File: config.mk
export PLATFORM = sky130hd
export DESIGN_NAME = windowed_event_logic_gate_top
export DESIGN_NICKNAME = d
export VERILOG_FILES = /design/src/rtl/weg_pkg.sv /design/src/rtl/windowed_event_logic_gate_top.sv
export VERILOG_INCLUDE_DIRS = /design/src /design/src/rtl
export SDC_FILE = /design/constraint.sdc
export NUM_CORES = 1
export LEC_CHECK = 0
export BUFFER_PORTS_ARGS = -buffer_cell sky130_fd_sc_hd__buf_2
export CORE_ASPECT_RATIO = 1.4
export CORE_MARGIN = 8
export CORE_UTILIZATION = 40
export CTS_BUF_LIST = sky130_fd_sc_hd__clkbuf_16
export DETAILED_ROUTE_END_ITERATION = 12
export GPL_TIMING_DRIVEN = 0
export SLEW_MARGIN = 20
export SYNTH_ARGS = -nofsm -noshare
export SYNTH_HDL_FRONTEND = slang
export SYNTH_SLANG_ARGS = --single-unit
File: constraint.sdc
create_clock -name clk -period 4.9 [get_ports clk]
set_input_delay 0.98 -clock clk [delete_from_list [all_inputs] [get_ports clk]]
set_output_delay 0.98 -clock clk [all_outputs]
set_load 0.005 [all_outputs]
File: src/rtl/windowed_event_logic_gate_top_assert.svh
// assertion macros for the windowed event logic gate
`ifndef WINDOWED_EVENT_LOGIC_GATE_TOP_ASSERT_SVH
`define WINDOWED_EVENT_LOGIC_GATE_TOP_ASSERT_SVH

`ifndef ASSERT_OFF
// same-cycle implication, checked at every rising edge out of reset
`define WEG_ASSERT_IMPLY(label, clk, rst_n, ante, cons) \
    label: assert property (@(posedge clk) disable iff (!rst_n) (ante) |-> (cons)) \
        else $error("assertion failed: %m");
// next-cycle implication, checked at every rising edge out of reset
`define WEG_ASSERT_NEXT(label, clk, rst_n, ante, cons) \
    label: assert property (@(posedge clk) disable iff (!rst_n) (ante) |=> (cons)) \
        else $error("assertion failed: %m");
`else
`define WEG_ASSERT_IMPLY(label, clk, rst_n, ante, cons)
`define WEG_ASSERT_NEXT(label, clk, rst_n, ante, cons)
`endif

`endif

File: src/rtl/weg_pkg.sv
`default_nettype none

package weg_pkg;

    // sizing
    localparam int OUTPUT_LINES = 8;
    localparam int TIMER_BITS   = 16;
    localparam int WINDOW_BITS  = 16;
    localparam int PULSE_BITS   = 16;
    localparam int LINE_BITS    = 3;
    localparam int TTL_BITS     = 8;
    localparam int MATCH_BITS   = 41;
    localparam int CFG_DATA_W   = 41;
    localparam int CFG_IDX_W    = 3;
    localparam int CMP_W        = (TIMER_BITS > WINDOW_BITS) ? TIMER_BITS : WINDOW_BITS;

    // match word layout
    localparam int MATCH_EN_BIT = 40;

    // register reset values
    localparam logic [WINDOW_BITS-1:0] WINDOW_RESET = WINDOW_BITS'(100);
    localparam logic [PULSE_BITS-1:0]  PULSE_RESET  = PULSE_BITS'(2);

    // item kinds
    localparam logic KIND_TICK  = 1'b0;
    localparam logic KIND_EVENT = 1'b1;

    // gate modes
    typedef enum logic [1:0] {
        OP_AND   = 2'd0,
        OP_OR    = 2'd1,
        OP_XOR   = 2'd2,
        OP_DELAY = 2'd3
    } op_t;

    // register indexes
    typedef enum logic [CFG_IDX_W-1:0] {
        CFG_LOGIC_OP     = 3'd0,
        CFG_GATE_A       = 3'd1,
        CFG_GATE_B       = 3'd2,
        CFG_WINDOW_TICKS = 3'd3,
        CFG_PULSE_TICKS  = 3'd4,
        CFG_OUTPUT_LINE  = 3'd5,
        CFG_MATCH_A      = 3'd6,
        CFG_MATCH_B      = 3'd7
    } cfg_idx_t;

    typedef struct packed {
        logic        kind;
        logic [15:0] source_node;
        logic [15:0] source_index;
        logic [7:0]  source_channel;
        logic        level;
    } in_item_t;

    typedef struct packed {
        logic                fire;
        logic [TTL_BITS-1:0] ttl_byte;
        logic                flag_a;
        logic                flag_b;
    } out_item_t;

    // identity compare against one enabled match word
    function automatic logic id_match(input logic [MATCH_BITS-1:0] m, input in_item_t it);
        id_match = m[MATCH_EN_BIT] &&
                   (m[39:24] == it.source_node) &&
                   (m[23:8] == it.source_index) &&
                   (m[7:0] == it.source_channel);
    endfunction

endpackage

`default_nettype wire

File: src/rtl/windowed_event_logic_gate_top.sv
`default_nettype none
`include "windowed_event_logic_gate_top_assert.svh"

// Windowed two-input event logic gate. Event beats (kind 1) latch the A or B
// flag when their node/index/channel identity matches an enabled match
// register and the level is high, and may restart the elapsed-tick counter
// depending on gate_a/gate_b. Tick beats (kind 0) advance the saturating
// counter, count down the output pulse and evaluate the AND, OR, XOR or
// DELAY mode; a fire loads the pulse length and drives bit output_line of
// ttl_byte while the pulse lasts. Every input beat gives exactly one result
// beat. The block takes one beat per clock unless out_ready stalls the result
// register; a result passes the input register, then the result register,
// and the flag, counter and pulse updates are combinational between them.
// Configuration writes land immediately and are meant for idle periods.
module windowed_event_logic_gate_top (
    input  wire logic                          clk,
    input  wire logic                          rst_n,
    input  wire logic                          cfg_we,
    input  wire logic [weg_pkg::CFG_IDX_W-1:0]  cfg_index,
    input  wire logic [weg_pkg::CFG_DATA_W-1:0] cfg_data,
    input  wire logic                          in_valid,
    output logic                               in_ready,
    input  wire weg_pkg::in_item_t             in_data,
    output logic                               out_valid,
    input  wire logic                          out_ready,
    output weg_pkg::out_item_t                 out_data
);
    import weg_pkg::*;

    // configuration registers
    op_t                    logic_op_reg;
    logic                   gate_a_reg;
    logic                   gate_b_reg;
    logic [WINDOW_BITS-1:0] window_ticks_reg;
    logic [PULSE_BITS-1:0]  pulse_ticks_reg;
    logic [LINE_BITS-1:0]   output_line_reg;
    logic [MATCH_BITS-1:0]  match_a_reg;
    logic [MATCH_BITS-1:0]  match_b_reg;

    // pipeline registers
    logic      s1_valid_reg;
    in_item_t  s1_item_reg;
    logic      out_valid_reg;
    out_item_t out_item_reg;

    // gate state
    logic                  latched_a_reg, latched_a_next;
    logic                  latched_b_reg, latched_b_next;
    logic [TIMER_BITS-1:0] elapsed_reg, elapsed_next;
    logic [PULSE_BITS-1:0] pulse_left_reg, pulse_left_next;

    logic      out_free;
    logic      s1_adv;
    logic      hit_a, hit_b, nogate, restart;
    logic      fire_c;
    logic      in_win, past_win;
    out_item_t result_c;

    // handshake
    assign out_free  = !out_valid_reg || out_ready;
    assign s1_adv    = s1_valid_reg && out_free;
    assign in_ready  = !s1_valid_reg || out_free;
    assign out_valid = out_valid_reg;
    assign out_data  = out_item_reg;

    // configuration writes
    always_ff @(posedge clk or negedge rst_n)
    begin
        if (!rst_n)
        begin
            logic_op_reg     <= OP_AND;
            gate_a_reg       <= 1'b0;
            gate_b_reg       <= 1'b0;
            window_ticks_reg <= WINDOW_RESET;
            pulse_ticks_reg  <= PULSE_RESET;
            output_line_reg  <= '0;
            match_a_reg      <= '0;
            match_b_reg      <= '0;
        end
        else if (cfg_we)
        begin
            unique case (cfg_idx_t'(cfg_index))
                CFG_LOGIC_OP:     logic_op_reg     <= op_t'(cfg_data[1:0]);
                CFG_GATE_A:       gate_a_reg       <= cfg_data[0];
                CFG_GATE_B:       gate_b_reg       <= cfg_data[0];
                CFG_WINDOW_TICKS: window_ticks_reg <= cfg_data[WINDOW_BITS-1:0];
                CFG_PULSE_TICKS:  pulse_ticks_reg  <= cfg_data[PULSE_BITS-1:0];
                CFG_OUTPUT_LINE:  output_line_reg  <= cfg_data[LINE_BITS-1:0];
                CFG_MATCH_A:      match_a_reg      <= cfg_data[MATCH_BITS-1:0];
                CFG_MATCH_B:      match_b_reg      <= cfg_data[MATCH_BITS-1:0];
                default:          logic_op_reg     <= logic_op_reg;
            endcase
        end
    end

    // input register control
    always_ff @(posedge clk or negedge rst_n)
    begin
        if (!rst_n)
        begin
            s1_valid_reg <= 1'b0;
        end
        else if (in_ready)
        begin
            s1_valid_reg <= in_valid;
        end
    end

    // input register payload
    always_ff @(posedge clk)
    begin
        if (in_ready && in_valid)
        begin
            s1_item_reg <= in_data;
        end
    end

    // identity match
    assign hit_a   = s1_item_reg.level && id_match(match_a_reg, s1_item_reg);
    assign hit_b   = s1_item_reg.level && id_match(match_b_reg, s1_item_reg);
    assign nogate  = !gate_a_reg && !gate_b_reg;
    assign restart = (hit_a && (gate_a_reg || nogate)) || (hit_b && (gate_b_reg || nogate));

    // flag, counter and pulse update for one beat
    always_comb
    begin
        latched_a_next  = latched_a_reg;
        latched_b_next  = latched_b_reg;
        elapsed_next    = elapsed_reg;
        pulse_left_next = pulse_left_reg;
        fire_c          = 1'b0;
        in_win          = 1'b0;
        past_win        = 1'b0;
        if (s1_item_reg.kind == KIND_EVENT)
        begin
            if (hit_a)
            begin
                latched_a_next = 1'b1;
            end
            if (hit_b)
            begin
                latched_b_next = 1'b1;
            end
            if (restart)
            begin
                elapsed_next = '0;
            end
        end
        else
        begin
            // saturating tick count and pulse countdown
            if (elapsed_reg != '1)
            begin
                elapsed_next = elapsed_reg + TIMER_BITS'(1);
            end
            if (pulse_left_reg != '0)
            begin
                pulse_left_next = pulse_left_reg - PULSE_BITS'(1);
            end
            in_win   = CMP_W'(elapsed_next) < CMP_W'(window_ticks_reg);
            past_win = CMP_W'(elapsed_next) > CMP_W'(window_ticks_reg);
            // mode evaluation
            case (logic_op_reg)
                OP_AND:
                begin
                    if (in_win)
                    begin
                        if (latched_a_reg && latched_b_reg)
                        begin
                            fire_c = 1'b1;
                            if (gate_a_reg == gate_b_reg)
                            begin
                                latched_a_next = 1'b0;
                                latched_b_next = 1'b0;
                            end
                            else if (!gate_a_reg)
                            begin
                                latched_a_next = 1'b0;
                            end
                            else
                            begin
                                latched_b_next = 1'b0;
                            end
                        end
                        elapsed_next = '0;
                    end
                    else
                    begin
                        latched_a_next = 1'b0;
                        latched_b_next = 1'b0;
                    end
                end
                OP_OR:
                begin
                    if (past_win)
                    begin
                        fire_c         = latched_a_reg || latched_b_reg;
                        latched_a_next = 1'b0;
                        latched_b_next = 1'b0;
                        elapsed_next   = '0;
                    end
                end
                OP_XOR:
                begin
                    if (past_win)
                    begin
                        fire_c         = latched_a_reg != latched_b_reg;
                        latched_a_next = 1'b0;
                        latched_b_next = 1'b0;
                        elapsed_next   = '0;
                    end
                end
                default:
                begin
                    if (past_win)
                    begin
                        fire_c         = latched_a_reg;
                        latched_a_next = 1'b0;
                        elapsed_next   = '0;
                    end
                end
            endcase
            if (fire_c)
            begin
                pulse_left_next = pulse_ticks_reg;
            end
        end
    end

    // result assembly
    always_comb
    begin
        result_c.fire     = fire_c;
        result_c.ttl_byte = '0;
        if ((pulse_left_next != '0) &&
            ((LINE_BITS + 1)'(output_line_reg) < (LINE_BITS + 1)'(OUTPUT_LINES)))
        begin
            result_c.ttl_byte = TTL_BITS'(1) << output_line_reg;
        end
        result_c.flag_a = latched_a_next;
        result_c.flag_b = latched_b_next;
    end

    // gate state
    always_ff @(posedge clk or negedge rst_n)
    begin
        if (!rst_n)
        begin
            latched_a_reg  <= 1'b0;
            latched_b_reg  <= 1'b0;
            elapsed_reg    <= '0;
            pulse_left_reg <= '0;
        end
        else if (s1_adv)
        begin
            latched_a_reg  <= latched_a_next;
            latched_b_reg  <= latched_b_next;
            elapsed_reg    <= elapsed_next;
            pulse_left_reg <= pulse_left_next;
        end
    end

    // result register control
    always_ff @(posedge clk or negedge rst_n)
    begin
        if (!rst_n)
        begin
            out_valid_reg <= 1'b0;
        end
        else if (out_free)
        begin
            out_valid_reg <= s1_valid_reg;
        end
    end

    // result register payload
    always_ff @(posedge clk)
    begin
        if (s1_adv)
        begin
            out_item_reg <= result_c;
        end
    end

    // event beats never fire
    `WEG_ASSERT_NEXT(a_event_no_fire, clk, rst_n, s1_adv && (s1_item_reg.kind == KIND_EVENT), !out_item_reg.fire)
    // a fire loads the configured pulse length
    `WEG_ASSERT_NEXT(a_fire_loads_pulse, clk, rst_n, s1_adv && fire_c, pulse_left_reg == $past(pulse_ticks_reg))
    // gate state only moves when a beat is processed
    `WEG_ASSERT_NEXT(a_state_holds, clk, rst_n, !s1_adv, $stable(elapsed_reg) && $stable(latched_a_reg) && $stable(latched_b_reg))
    // shown flags track the stored flags while the result is held
    `WEG_ASSERT_IMPLY(a_flags_track, clk, rst_n, out_valid_reg, (out_item_reg.flag_a == latched_a_reg) && (out_item_reg.flag_b == latched_b_reg))

endmodule

`default_nettype wire

==> results of run 1 <==
-- what timing repair did --
action | in CTS | in global routing
resized for setup | 4 | 11
hold buffers | 0 | 0
pin swaps | 0 | 2
setup buffers | 0 | 6
setup endpoints to repair | 25 | 17
-- placed cells by master, fill, tap and decap left out, drive strengths merged, types with 5 or more instances in the layout --
master / n
nand4: 23
nand3: 18
a31oi: 5
clkbuf: 43
xnor2: 91
and3: 7
a21o: 7
a211oi: 6
buf: 117
xor2: 5
nand2: 53
mux2i: 12
ha: 26
nor4: 13
nand2b: 5
o21ai: 36
nor3: 18
mux2: 121
edfxtp: 53
clkinv: 8
nor2: 31
inv: 36
a22o: 8
dfrtp: 153
nor4b: 5
a21oi: 26
o31ai: 8
-- kinds of logic after synthesis --
logic type,count (synthesis)
AO/OA/AOI/OAI,118
XOR/XNOR,96
adder cells (fa/ha/maj),26
buffers and inverters,58
flip-flops,210
multiplexers,133
AND/OR/NAND/NOR,198
-- stage by stage --
stage / area [um^2] / setup TNS (ps) / util, %
global route: 12100 / -25.7 / 47.7
detailed placement: 11300 / -4030 / 44.6
CTS: 12000 / 0 / 47.4
finish: 12100 / 0 / 47.7
floorplan: 10300 / 0 / -
global placement: 11300 / -3990 / 44.3
-- power breakdown --
part           internal (mW)  switching (mW)  total (mW)
registers               2.13           0.280        2.41
clock network          0.882           0.689        1.57
logic                  0.589           0.590        1.18
-- final timing paths --
| kind | depth (start not counted) | slack [ps] | end |
|---|---|---|---|
| max | 19 | 270 | out_data[7] |
| min | 1 | 440 | match_b_reg[38] |
| max reg2reg | 19 | 270 | out_data[7] |
| min reg2reg | 1 | 490 | out_valid |
| max in group asynchronous | 2 | 3610 | pulse_ticks_reg[1] |
| min in group clk | 1 | 490 | out_valid |
-- metal layers --
metal	vias up	track usage, %	part of all wire [%]
met4	0	5.64	3.0
met1	3312	18.2	42
li1	3326	-	-
met5	-	0	0
met2	137	29.6	52
met3	43	2.25	2.9
-- final cells by class --
cell class,instances,area share (%)
Clock buffer,24,4.96
Buffer,27,0.929
Inverter,31,0.960
Clock inverter,16,0.661
Timing Repair Buffer,109,5.02
Sequential cell,210,45.6
Tap cell,319,3.29
Multi-Input combinational cell,571,38.6
-- critical path: stages (launching register included) --
cell and delay, ps:
sky130_fd_sc_hd__dfrtp_1 320, sky130_fd_sc_hd__clkbuf_4 170, sky130_fd_sc_hd__and4_1 210, sky130_fd_sc_hd__and4_2 280
sky130_fd_sc_hd__nor4b_4 330, sky130_fd_sc_hd__buf_4 190, sky130_fd_sc_hd__and2_4 150, sky130_fd_sc_hd__a21oi_1 80
sky130_fd_sc_hd__a21oi_2 160, sky130_fd_sc_hd__ha_1 270, sky130_fd_sc_hd__and4_4 210, sky130_fd_sc_hd__a21oi_2 160
sky130_fd_sc_hd__o221ai_4 140, sky130_fd_sc_hd__a211oi_4 400, sky130_fd_sc_hd__buf_4 190, sky130_fd_sc_hd__o21ai_1 160
sky130_fd_sc_hd__and4_1 270, sky130_fd_sc_hd__a211oi_2 240, sky130_fd_sc_hd__o2111a_4 360, sky130_fd_sc_hd__nor3_1 70
==> Flow_metrics.wiki, run 1 <==
{| class="wikitable"
! Metric !! Value
|-
| Area share of the largest cell type after synthesis || 37.0%
|-
| Number of enable flip-flop cells after synthesis || 53
|-
| Std-Cell Rows || 69
|-
| Pin count of the biggest net entering global routing || 81
|-
| Worst setup slack after placement || -345 ps
|-
| Compound-cell area share of the yosys netlist || 7.81%
|-
| Clock tree from TritonCTS || yes
|-
| Worst R2R Start || elapsed_reg[3]
|-
| Top post-synthesis cells by count || sky130_fd_sc_hd__dfrtp_1 (153), sky130_fd_sc_hd__mux2_2 (119), sky130_fd_sc_hd__xnor2_1 (90)
|-
| Biggest area contributors in the synthesized netlist || sky130_fd_sc_hd__dfrtp_1 (37%), sky130_fd_sc_hd__edfxtp_1 (15%), sky130_fd_sc_hd__mux2_2 (13%)
|-
| Number of placed cells counting well taps || 1261
|-
| Net count of the mapped netlist || 956
|-
| Final worst hold slack || 442 ps
|-
| Kind of start point of the critical path || register
|-
| Detailed placer's ending HPWL || 18900 um
|-
| Die X-Extent || 152 um
|-
| Buffers from clock root to sink, at most || 3
|-
| Total via count in the routed design || 6818
|-
| Cell at the root of the clock tree || sky130_fd_sc_hd__clkbuf_16
|-
| Maximum level of the CTS H-tree || 1
|-
| Number of synthesized register bits || 210
|-
| Final Hold Vio Count || 0
|-
| Area of the die || 31400 um^2
|-
| Number of cells in the finished layout apart from fillers || 1307
|-
| CP Class || register to register
|-
| Number of antenna cells inserted || 0
|-
| Flip-flop count of the largest register after layout || 42
|-
| Synthesized area || 10300 um^2
|-
| Starting utilization of the core area || 40.8%
|-
| Worst Setup SP || elapsed_reg[3]
|-
| CP arrival || 4860 ps
|-
| Number of antenna violations at the first check in global routing || 0
|-
| Worst slew pin tran || 1040 ps
|-
| RePlAce Congestion || 0.854
|-
| Top flip-flop cell by instance count after synthesis || sky130_fd_sc_hd__dfrtp_1
|-
| DR iter-0 viols || 435
|-
| Area of the multi-input gates || 4670 um^2
|-
| Synth async-reset ratio || 74.8%
|-
| Result of the run || complete, no violations
|-
| Vias in the first global route || 7335
|-
| Via/cell ratio || 5.22
|-
| CP Data Required Time || 5130 ps
|-
| Warnings from Yosys || 0
|-
| IR Drop Worst-Case VDD || 0.000254 V
|-
| Core region area || 25400 um^2
|-
| Synthesized area per cell || 12.3 um^2
|-
| Max-slew violation total from the final report || 0
|-
| P_leak || 5.08 nW
|-
| Ratio of total power to cell area || 426 nW/um^2
|-
| Global router's overall resource usage || 15.9%
|-
| CTS Buf Count || 22
|-
| Post-layout worst setup margin || 267 ps
|-
| Syn Inst Count || 839
|-
| Xor/xnor cell area share of the yosys netlist || 8.20%
|-
| Final setup violation count || 0
|-
| Adder and majority cell fraction of the synthesized area || 3.14%
|-
| First-pass DRT Iterations || 4
|-
| Path category of the worst min-delay check || input port to async pin
|-
| Source-to-sink clock delay at the later pin of the worst-skew pair || 500 ps
|-
| Post-route clock skew || 10.9 ps
|-
| Final WL || 25000 um
|-
| Tot Pwr || 5.16 mW
|-
| Number of distinct standard cells referenced by the synthesized netlist || 73
|-
| Share of layout cells above drive strength 1 || 30.9%
|-
| Remaining max-slew budget at the tightest pin || 30.4%
|-
| Aggregate global routing overflow || 0
|-
| Mux cell area share after synthesis || 14.4%
|-
| Wire length of the first global-routing pass || 40000 um
|-
| Count leader, synth || sky130_fd_sc_hd__dfrtp_1
|-
| Critical-path maximum fanout || 8
|-
| Share of the yosys chip area belonging to registers || 53.4%
|-
| Simple-gate share of the synthesized area || 10.9%
|-
| Sinks on the clock net || 210
|-
| Fmax achieved || 216 MHz
|-
| Worst-path clk slew || 60 ps
|-
| Crit path capture type || register
|-
| Filler Cells Inserted || 2358
|-
| Tmin final || 4630 ps
|-
| Signed area change from the synthesized netlist to the final layout || 17.1%
|-
| Number of maximum-capacitance constraint violations || 0
|-
| Average wire per cell in the routed design || 19.1 um
|-
| Residual antenna-violating net count after detailed routing || 0
|-
| Largest family of logic cells by synthesized area || multiplexers
|-
| I/O Pins || 104
|-
| Area occupied by registers || 5530 um^2
|-
| DRC viols || 0
|-
| Buffers added on ports || 101
|-
| Final-stage net count || 1089
|-
| Library cell with the largest summed area after synthesis || sky130_fd_sc_hd__dfrtp_1
|-
| Fraction of the cycle the final worst path needs || 94.6%
|-
| Vert. Die Dim || 206 um
|}
No activity file was read; power rests on OpenSTA's default activity.
==> run 2, diff against run 1 <==
CAP_MARGIN = 40   (was not set)
CORE_ASPECT_RATIO = not set   (was 1.4)
CTS_CLUSTER_SIZE = 28   (was not set)
==> run 2 against run 1 <==
Flip-flop and latch count did not move; wire length fell by 0.85%; power rose by 5.8%; first-iteration DRC count rose by 6.0%; worst hold slack got worse by 52 ps; clock power rose by 19%; critical path type unchanged; via count rose by 1.8%; setup slack improved by 41 ps; clock skew rose by 7.3 ps; non-clock buffer count rose by 2; die area fell by 0.23%; combinational power barely moved.
==> Flow_metrics.wiki, run 2 (synthesis results as in run 1) <==
{| class="wikitable"
! Metric !! Value
|-
| Most common library cell in the layout ignoring fill and taps || sky130_fd_sc_hd__dfrtp_1 (unchanged)
|-
| Global routing's busiest layer || met2 (unchanged)
|-
| Ratio of total power to cell area || 444 nW/um^2 (was 426 nW/um^2)
|-
| Buffers from clock root to sink, at most || 3 (unchanged)
|-
| Vert. Die Dim || 177 um (was 206 um)
|-
| Final worst hold slack || 389 ps (was 442 ps)
|-
| Number of antenna cells inserted || 0 (unchanged)
|-
| Max-slew violation total from the final report || 0 (unchanged)
|-
| CP arrival || 4940 ps (was 4860 ps)
|-
| Switching Fraction || 29.6% (was 30.2%)
|-
| Area of the die || 31300 um^2 (was 31400 um^2)
|-
| Post-route clock skew || 18.2 ps (was 10.9 ps)
|-
| Pin count of the biggest net entering global routing || 96 (was 81)
|-
| Number of maximum-capacitance constraint violations || 0 (unchanged)
|-
| Std-Cell Rows || 59 (was 69)
|-
| Final setup violation count || 0 (unchanged)
|-
| Vias in the first global route || 7195 (was 7335)
|-
| Residual antenna-violating net count after detailed routing || 0 (unchanged)
|-
| Tmin final || 4590 ps (was 4630 ps)
|-
| Maximum level of the CTS H-tree || 1 (unchanged)
|-
| Global-route met2 utilization || 25.5% (was 29.6%)
|-
| IR Drop Worst-Case VDD || 0.000282 V (was 0.000254 V)
|-
| Starting utilization of the core area || 40.2% (was 40.8%)
|-
| Remaining max-slew budget at the tightest pin || 45.4% (was 30.4%)
|-
| GR Util met3 || 2.97% (was 2.25%)
|-
| # hold bufs at CTS || 0 (unchanged)
|-
| Sw Pwr || 1.61 mW (was 1.56 mW)
|-
| Final Hold Vio Count || 0 (unchanged)
|-
| Commonest cells after routing, fill and taps aside || sky130_fd_sc_hd__dfrtp_1 (153), sky130_fd_sc_hd__mux2_2 (119), sky130_fd_sc_hd__buf_2 (106) (was sky130_fd_sc_hd__dfrtp_1 (153), sky130_fd_sc_hd__mux2_2 (119), sky130_fd_sc_hd__buf_2 (105))
|-
| Crit path capture type || register (unchanged)
|-
| Result of the run || complete, no violations (unchanged)
|-
| Internal power || 3.84 mW (was 3.60 mW)
|-
| Power share of the sequential group || 44.3% (was 46.7%)
|-
| Area of the multi-input gates || 4670 um^2 (about the same)
|-
| Met1 track demand over resource || 21.8% (was 18.2%)
|-
| Post-layout worst setup margin || 307 ps (was 267 ps)
|-
| Final-stage net count || 1094 (was 1089)
|-
| Sinks on the clock net || 210 (unchanged)
|-
| Worst-path clk slew || 60 ps (about the same)
|-
| DR iter-0 viols || 461 (was 435)
|-
| Total via count in the routed design || 6939 (was 6818)
|-
| Critical-path maximum fanout || 8 (unchanged)
|-
| Combinational group share of total power || 21.5% (was 22.9%)
|-
| DRC viols || 0 (unchanged)
|-
| Filler Cells Inserted || 2321 (was 2358)
|-
| Core region area || 25800 um^2 (was 25400 um^2)
|-
| Share of layout cells above drive strength 1 || 31.3% (was 30.9%)
|-
| Die X-Extent || 177 um (was 152 um)
|-
| Kind of start point of the critical path || register (unchanged)
|-
| Aggregate global routing overflow || 0 (unchanged)
|-
| Via/cell ratio || 5.21 (was 5.22)
|-
| Flip-flop count of the largest register after layout || 42 (unchanged)
|-
| P_leak || 5.17 nW (was 5.08 nW)
|-
| CTS Buf Count || 25 (was 22)
|-
| Detailed placer's ending HPWL || 18400 um (was 18900 um)
|-
| Average wire per cell in the routed design || 18.6 um (was 19.1 um)
|-
| Number of cells in the finished layout apart from fillers || 1331 (was 1307)
|-
| Fmax achieved || 218 MHz (was 216 MHz)
|-
| Wire length of the first global-routing pass || 40000 um (about the same)
|-
| First-pass DRT Iterations || 6 (was 4)
|-
| Final WL || 24800 um (was 25000 um)
|-
| Worst setup slack after placement || -366 ps (was -345 ps)
|-
| Fraction of the cycle the final worst path needs || 93.7% (was 94.6%)
|-
| I/O Pins || 104 (unchanged)
|-
| Signed area change from the synthesized netlist to the final layout || 18.9% (was 17.1%)
|-
| Number of antenna violations at the first check in global routing || 0 (unchanged)
|-
| CP Data Required Time || 5250 ps (was 5130 ps)
|-
| Global router's overall resource usage || 16.1% (was 15.9%)
|-
| Number of placed cells counting well taps || 1279 (was 1261)
|-
| RePlAce Congestion || 0.867 (was 0.854)
|-
| Utilization of the core after routing || 47.7% (about the same)
|-
| Source-to-sink clock delay at the later pin of the worst-skew pair || 530 ps (was 500 ps)
|-
| Area occupied by registers || 5530 um^2 (unchanged)
|-
| CP Class || register to register (unchanged)
|-
| Cell at the root of the clock tree || sky130_fd_sc_hd__clkbuf_16 (unchanged)
|-
| Path category of the worst min-delay check || input port to async pin (unchanged)
|-
| Clock tree from TritonCTS || yes (unchanged)
|-
| Buffers added on ports || 101 (unchanged)
|-
| Proportion of power drawn by the clock network || 34.2% (was 30.4%)
|-
| Worst slew pin tran || 818 ps (was 1040 ps)
|}
-- run 2: path summary, 6_finish.rpt --
kind	from	slack (ps)	to	cells past startpoint
setup / recovery	elapsed_reg[3]	310	out_data[8]	18
hold reg to reg	s1_valid_reg	480	out_valid	1
max in group asynchronous	rst_n	3650	window_ticks_reg[2]	2
min in group clk	s1_valid_reg	480	out_valid	1
hold / removal	rst_n	390	match_a_reg[28]	1
setup reg to reg	elapsed_reg[3]	310	out_data[8]	18
-- run 2: layer usage --
layer  share of wire [%]  routed length (um)
met5                   0                   0
met4                 2.8                 697
met3                 4.7                1170
met2                  46               11500
met1                  46               11400
-- run 2: power groups by stage --
stage	combinational (mW)	sequential (mW)	clock, mW
2_1_floorplan	0.880	2.36	0
3_3_place_gp	1.14	2.44	0
3_5_place_dp	1.17	2.44	0
4_1_cts	1.18	2.41	1.91
5_1_grt	1.30	2.46	1.98
6_report	1.17	2.42	1.87
-- run 2: cell type report --
class,count,area share [%]
buffer,27,0.905
clock buffer,26,5.29
clock inverter,20,1.43
inverter,31,0.946
multi-input combinational,571,37.9
sequential,210,44.9
tap,335,3.41
timing repair buffer,111,5.17
-- run 2: what timing repair did --
action,CTS,global route
setup buffers,2,4
pin swaps,1,4
endpoints found under the setup margin,25,28
gates resized for setup,4,10
-- run 2: through the flow --
| stage | setup TNS (ps) | total power, mW | cell area [um^2] |
|---|---|---|---|
| final | 0 | 5.46 | 12300 |
| after global routing | -2.90 | 5.75 | 12300 |
| after CTS | 0 | 5.50 | 12200 |
| after detailed placement | -3230 | 3.62 | 11400 |
| after global placement | -3690 | 3.58 | 11300 |
| after floorplan | 0 | 3.24 | 10300 |
-- run 2: worst max-delay path, cell delays in order, from the launching register on --
cell and delay, ps:
sky130_fd_sc_hd__dfrtp_1 320, sky130_fd_sc_hd__clkbuf_4 170, sky130_fd_sc_hd__and4_1 210, sky130_fd_sc_hd__and4_2 290, sky130_fd_sc_hd__nor4b_4 360, sky130_fd_sc_hd__nand3_4 170
sky130_fd_sc_hd__nand2_4 130, sky130_fd_sc_hd__nor2_1 70, sky130_fd_sc_hd__xnor2_1 210, sky130_fd_sc_hd__ha_1 300, sky130_fd_sc_hd__a21o_1 200, sky130_fd_sc_hd__a21oi_2 130
sky130_fd_sc_hd__o221ai_2 140, sky130_fd_sc_hd__a211oi_4 270, sky130_fd_sc_hd__mux2_4 380, sky130_fd_sc_hd__nor3_4 200, sky130_fd_sc_hd__mux2_1 380, sky130_fd_sc_hd__o2111a_4 210
sky130_fd_sc_hd__nor4bb_4 260
==> run 3, diff against run 2 <==
MAX_ROUTING_LAYER = met4   (was not set)
==> run 3 against run 2 <==
Final cell count stayed put; clock-buffer cell count did not move; clock skew barely moved; sequential power is essentially flat; sequential share of layout area stayed put; largest cell class unchanged; largest power group unchanged.
==> Flow_metrics.wiki, run 3 (synthesis results as in run 1) <==
{| class="wikitable"
! Metric !! Value
|-
| Clock tree from TritonCTS || yes (unchanged)
|-
| Die X-Extent || 177 um (unchanged)
|-
| Area of the die || 31300 um^2 (unchanged)
|-
| Global router's overall resource usage || 16.5% (was 16.1%)
|-
| Number of antenna cells inserted || 0 (unchanged)
|-
| Count of buffering cells on the critical path with inverters included || 1 (unchanged)
|-
| GR Util met3 || 2.52% (was 2.97%)
|-
| Buffers from clock root to sink, at most || 3 (unchanged)
|-
| Aggregate global routing overflow || 0 (unchanged)
|-
| Number of cells in the finished layout apart from fillers || 1331 (unchanged)
|-
| Fmax achieved || 218 MHz (about the same)
|-
| RePlAce Congestion || 0.881 (was 0.867)
|-
| CP arrival || 4930 ps (was 4940 ps)
|-
| DRC viols || 0 (unchanged)
|-
| Critical-path maximum fanout || 8 (unchanged)
|-
| Path category of the worst min-delay check || input port to async pin (unchanged)
|-
| CTS Buf Count || 25 (unchanged)
|-
| P_leak || 5.17 nW (unchanged)
|-
| Tmin final || 4580 ps (was 4590 ps)
|-
| Count of cells along the worst register-to-register path || 18 (unchanged)
|-
| Crit path capture type || register (unchanged)
|-
| Total via count in the routed design || 6940 (was 6939)
|-
| DR iter-0 viols || 389 (was 461)
|-
| Final WL || 24800 um (about the same)
|-
| Cell chain of the critical path || clkbuf_4, and4_1, and4_2, nor4b_4, nand3_4, nand2_4, nor2_1, xnor2_1, ha_1, a21o_1, a21oi_2, o221ai_2, a211oi_4, mux2_4, nor3_4, mux2_1, o2111a_4, nor4bb_4 (unchanged)
|-
| Commonest cells after routing, fill and taps aside || sky130_fd_sc_hd__dfrtp_1 (153), sky130_fd_sc_hd__mux2_2 (119), sky130_fd_sc_hd__buf_2 (106) (unchanged)
|-
| Buffers added on ports || 101 (unchanged)
|-
| Wire length of the first global-routing pass || 40000 um (about the same)
|-
| Source-to-sink clock delay at the later pin of the worst-skew pair || 530 ps (about the same)
|-
| Average wire per cell in the routed design || 18.7 um (was 18.6 um)
|-
| Residual antenna-violating net count after detailed routing || 0 (unchanged)
|-
| Kind of cell with the highest combined delay on the critical path || simple AND/OR/NAND/NOR gates (unchanged)
|-
| IR Drop Worst-Case VDD || 0.000282 V (about the same)
|-
| Number of maximum-capacitance constraint violations || 0 (unchanged)
|-
| Number of antenna violations at the first check in global routing || 0 (unchanged)
|-
| Most common library cell in the layout ignoring fill and taps || sky130_fd_sc_hd__dfrtp_1 (unchanged)
|-
| Vert. Die Dim || 177 um (unchanged)
|-
| Vias in the first global route || 7193 (was 7195)
|-
| Number of placed cells counting well taps || 1279 (unchanged)
|-
| Worst-path clk slew || 60 ps (about the same)
|-
| Post-route clock skew || 18.2 ps (about the same)
|-
| Std-Cell Rows || 59 (unchanged)
|-
| Global routing's busiest layer || met2 (unchanged)
|-
| Destination of the worst register-to-register timing path || out_data[8] (unchanged)
|-
| Maximum level of the CTS H-tree || 1 (unchanged)
|-
| Worst reg2reg setup slack || 320 ps (was 310 ps)
|-
| I/O Pins || 104 (unchanged)
|-
| Global-route met2 utilization || 25.5% (about the same)
|-
| Ratio of total power to cell area || 443 nW/um^2 (was 444 nW/um^2)
|-
| Remaining max-slew budget at the tightest pin || 45.3% (was 45.4%)
|-
| Fraction of the cycle the final worst path needs || 93.5% (was 93.7%)
|-
| Detailed placer's ending HPWL || 18400 um (unchanged)
|-
| Master of the slowest instance on the critical path || sky130_fd_sc_hd__mux2_4 (unchanged)
|-
| CP max stage delay || 380 ps (about the same)
|-
| CP Class || register to register (unchanged)
|-
| Kind of start point of the critical path || register (unchanged)
|-
| Signed area change from the synthesized netlist to the final layout || 18.9% (unchanged)
|-
| Met1 track demand over resource || 22.0% (was 21.8%)
|-
| Core region area || 25800 um^2 (unchanged)
|-
| Worst R2R Start || elapsed_reg[3] (unchanged)
|-
| Starting utilization of the core area || 40.2% (unchanged)
|-
| # hold bufs at CTS || 0 (unchanged)
|-
| Share of layout cells above drive strength 1 || 31.3% (unchanged)
|-
| Tot Pwr || 5.46 mW (about the same)
|-
| Flip-flop count of the largest register after layout || 42 (unchanged)
|-
| Final Hold Vio Count || 0 (unchanged)
|-
| Final setup violation count || 0 (unchanged)
|-
| Worst slew pin tran || 820 ps (was 818 ps)
|-
| Pin count of the biggest net entering global routing || 96 (unchanged)
|-
| Via/cell ratio || 5.21 (about the same)
|-
| Final-stage net count || 1094 (unchanged)
|-
| Result of the run || complete, no violations (unchanged)
|-
| CP Data Required Time || 5250 ps (about the same)
|-
| Max-slew violation total from the final report || 0 (unchanged)
|-
| Cell at the root of the clock tree || sky130_fd_sc_hd__clkbuf_16 (unchanged)
|-
| Sinks on the clock net || 210 (unchanged)
|-
| First-pass DRT Iterations || 6 (unchanged)
|}
run 3: cell counts in the layout (fill, tap and decap cells not counted):
No cell type changed its count.
run 3: worst max-delay path by stage:
stage              startpoint     endpoint  slack, ps  depth (start not counted)
3_3_place_gp   elapsed_reg[3]  out_data[8]       -370                         18
6_report       elapsed_reg[3]  out_data[8]        320                         18
3_5_place_dp   elapsed_reg[3]  out_data[8]       -370                         18
4_1_cts        elapsed_reg[3]  out_data[8]         40                         18
5_1_grt        elapsed_reg[3]  out_data[8]        -10                         18
2_1_floorplan  elapsed_reg[3]  out_data[8]        420                         18
run 3: area by class of cell:
class	instances	area, um^2
Clock inverter	20	176
Tap cell	335	419
Multi-Input combinational cell	571	4670
Buffer	27	111
Inverter	31	116
Timing Repair Buffer	111	636
Sequential cell	210	5530
Fill cell	2320	13500
Clock buffer	26	651
run 3: through the flow:
stage | utilization, % | TNS (ps) | instance area [um^2] | hold slack, ps | setup slack [ps]
floorplan | - | 0 | 10300 | 454 | 416
global placement | 43.8 | -3690 | 11300 | 468 | -367
detailed placement | 44.1 | -3230 | 11400 | 476 | -366
CTS | 47.5 | 0 | 12200 | 401 | 35.2
global route | 47.7 | -12.2 | 12300 | 431 | -12.2
finish | 47.7 | 0 | 12300 | 388 | 320
run 3: report_power, final:
part	switching, mW	leakage, nW	internal (mW)	total [mW]
registers	0.287	2.43	2.13	2.42
logic	0.582	2.31	0.592	1.17
clock network	0.745	0.427	1.12	1.86
total	1.61	5.17	3.84	5.46
run 3: timing repair:
| action | 4_1_cts | 5_1_grt |
|---|---|---|
| setup endpoints to repair | 25 | 28 |
| hold endpoints to repair | 0 | 0 |
| setup buffers | 2 | 4 |
| pin swaps | 1 | 4 |
| gates resized for setup | 4 | 10 |
run 3: routing by layer:
layer,part of all wire (%),wire length [um]
met2,46,11500
met4,2.8,700
met5,0,0
met1,47,11600
met3,4.3,1060
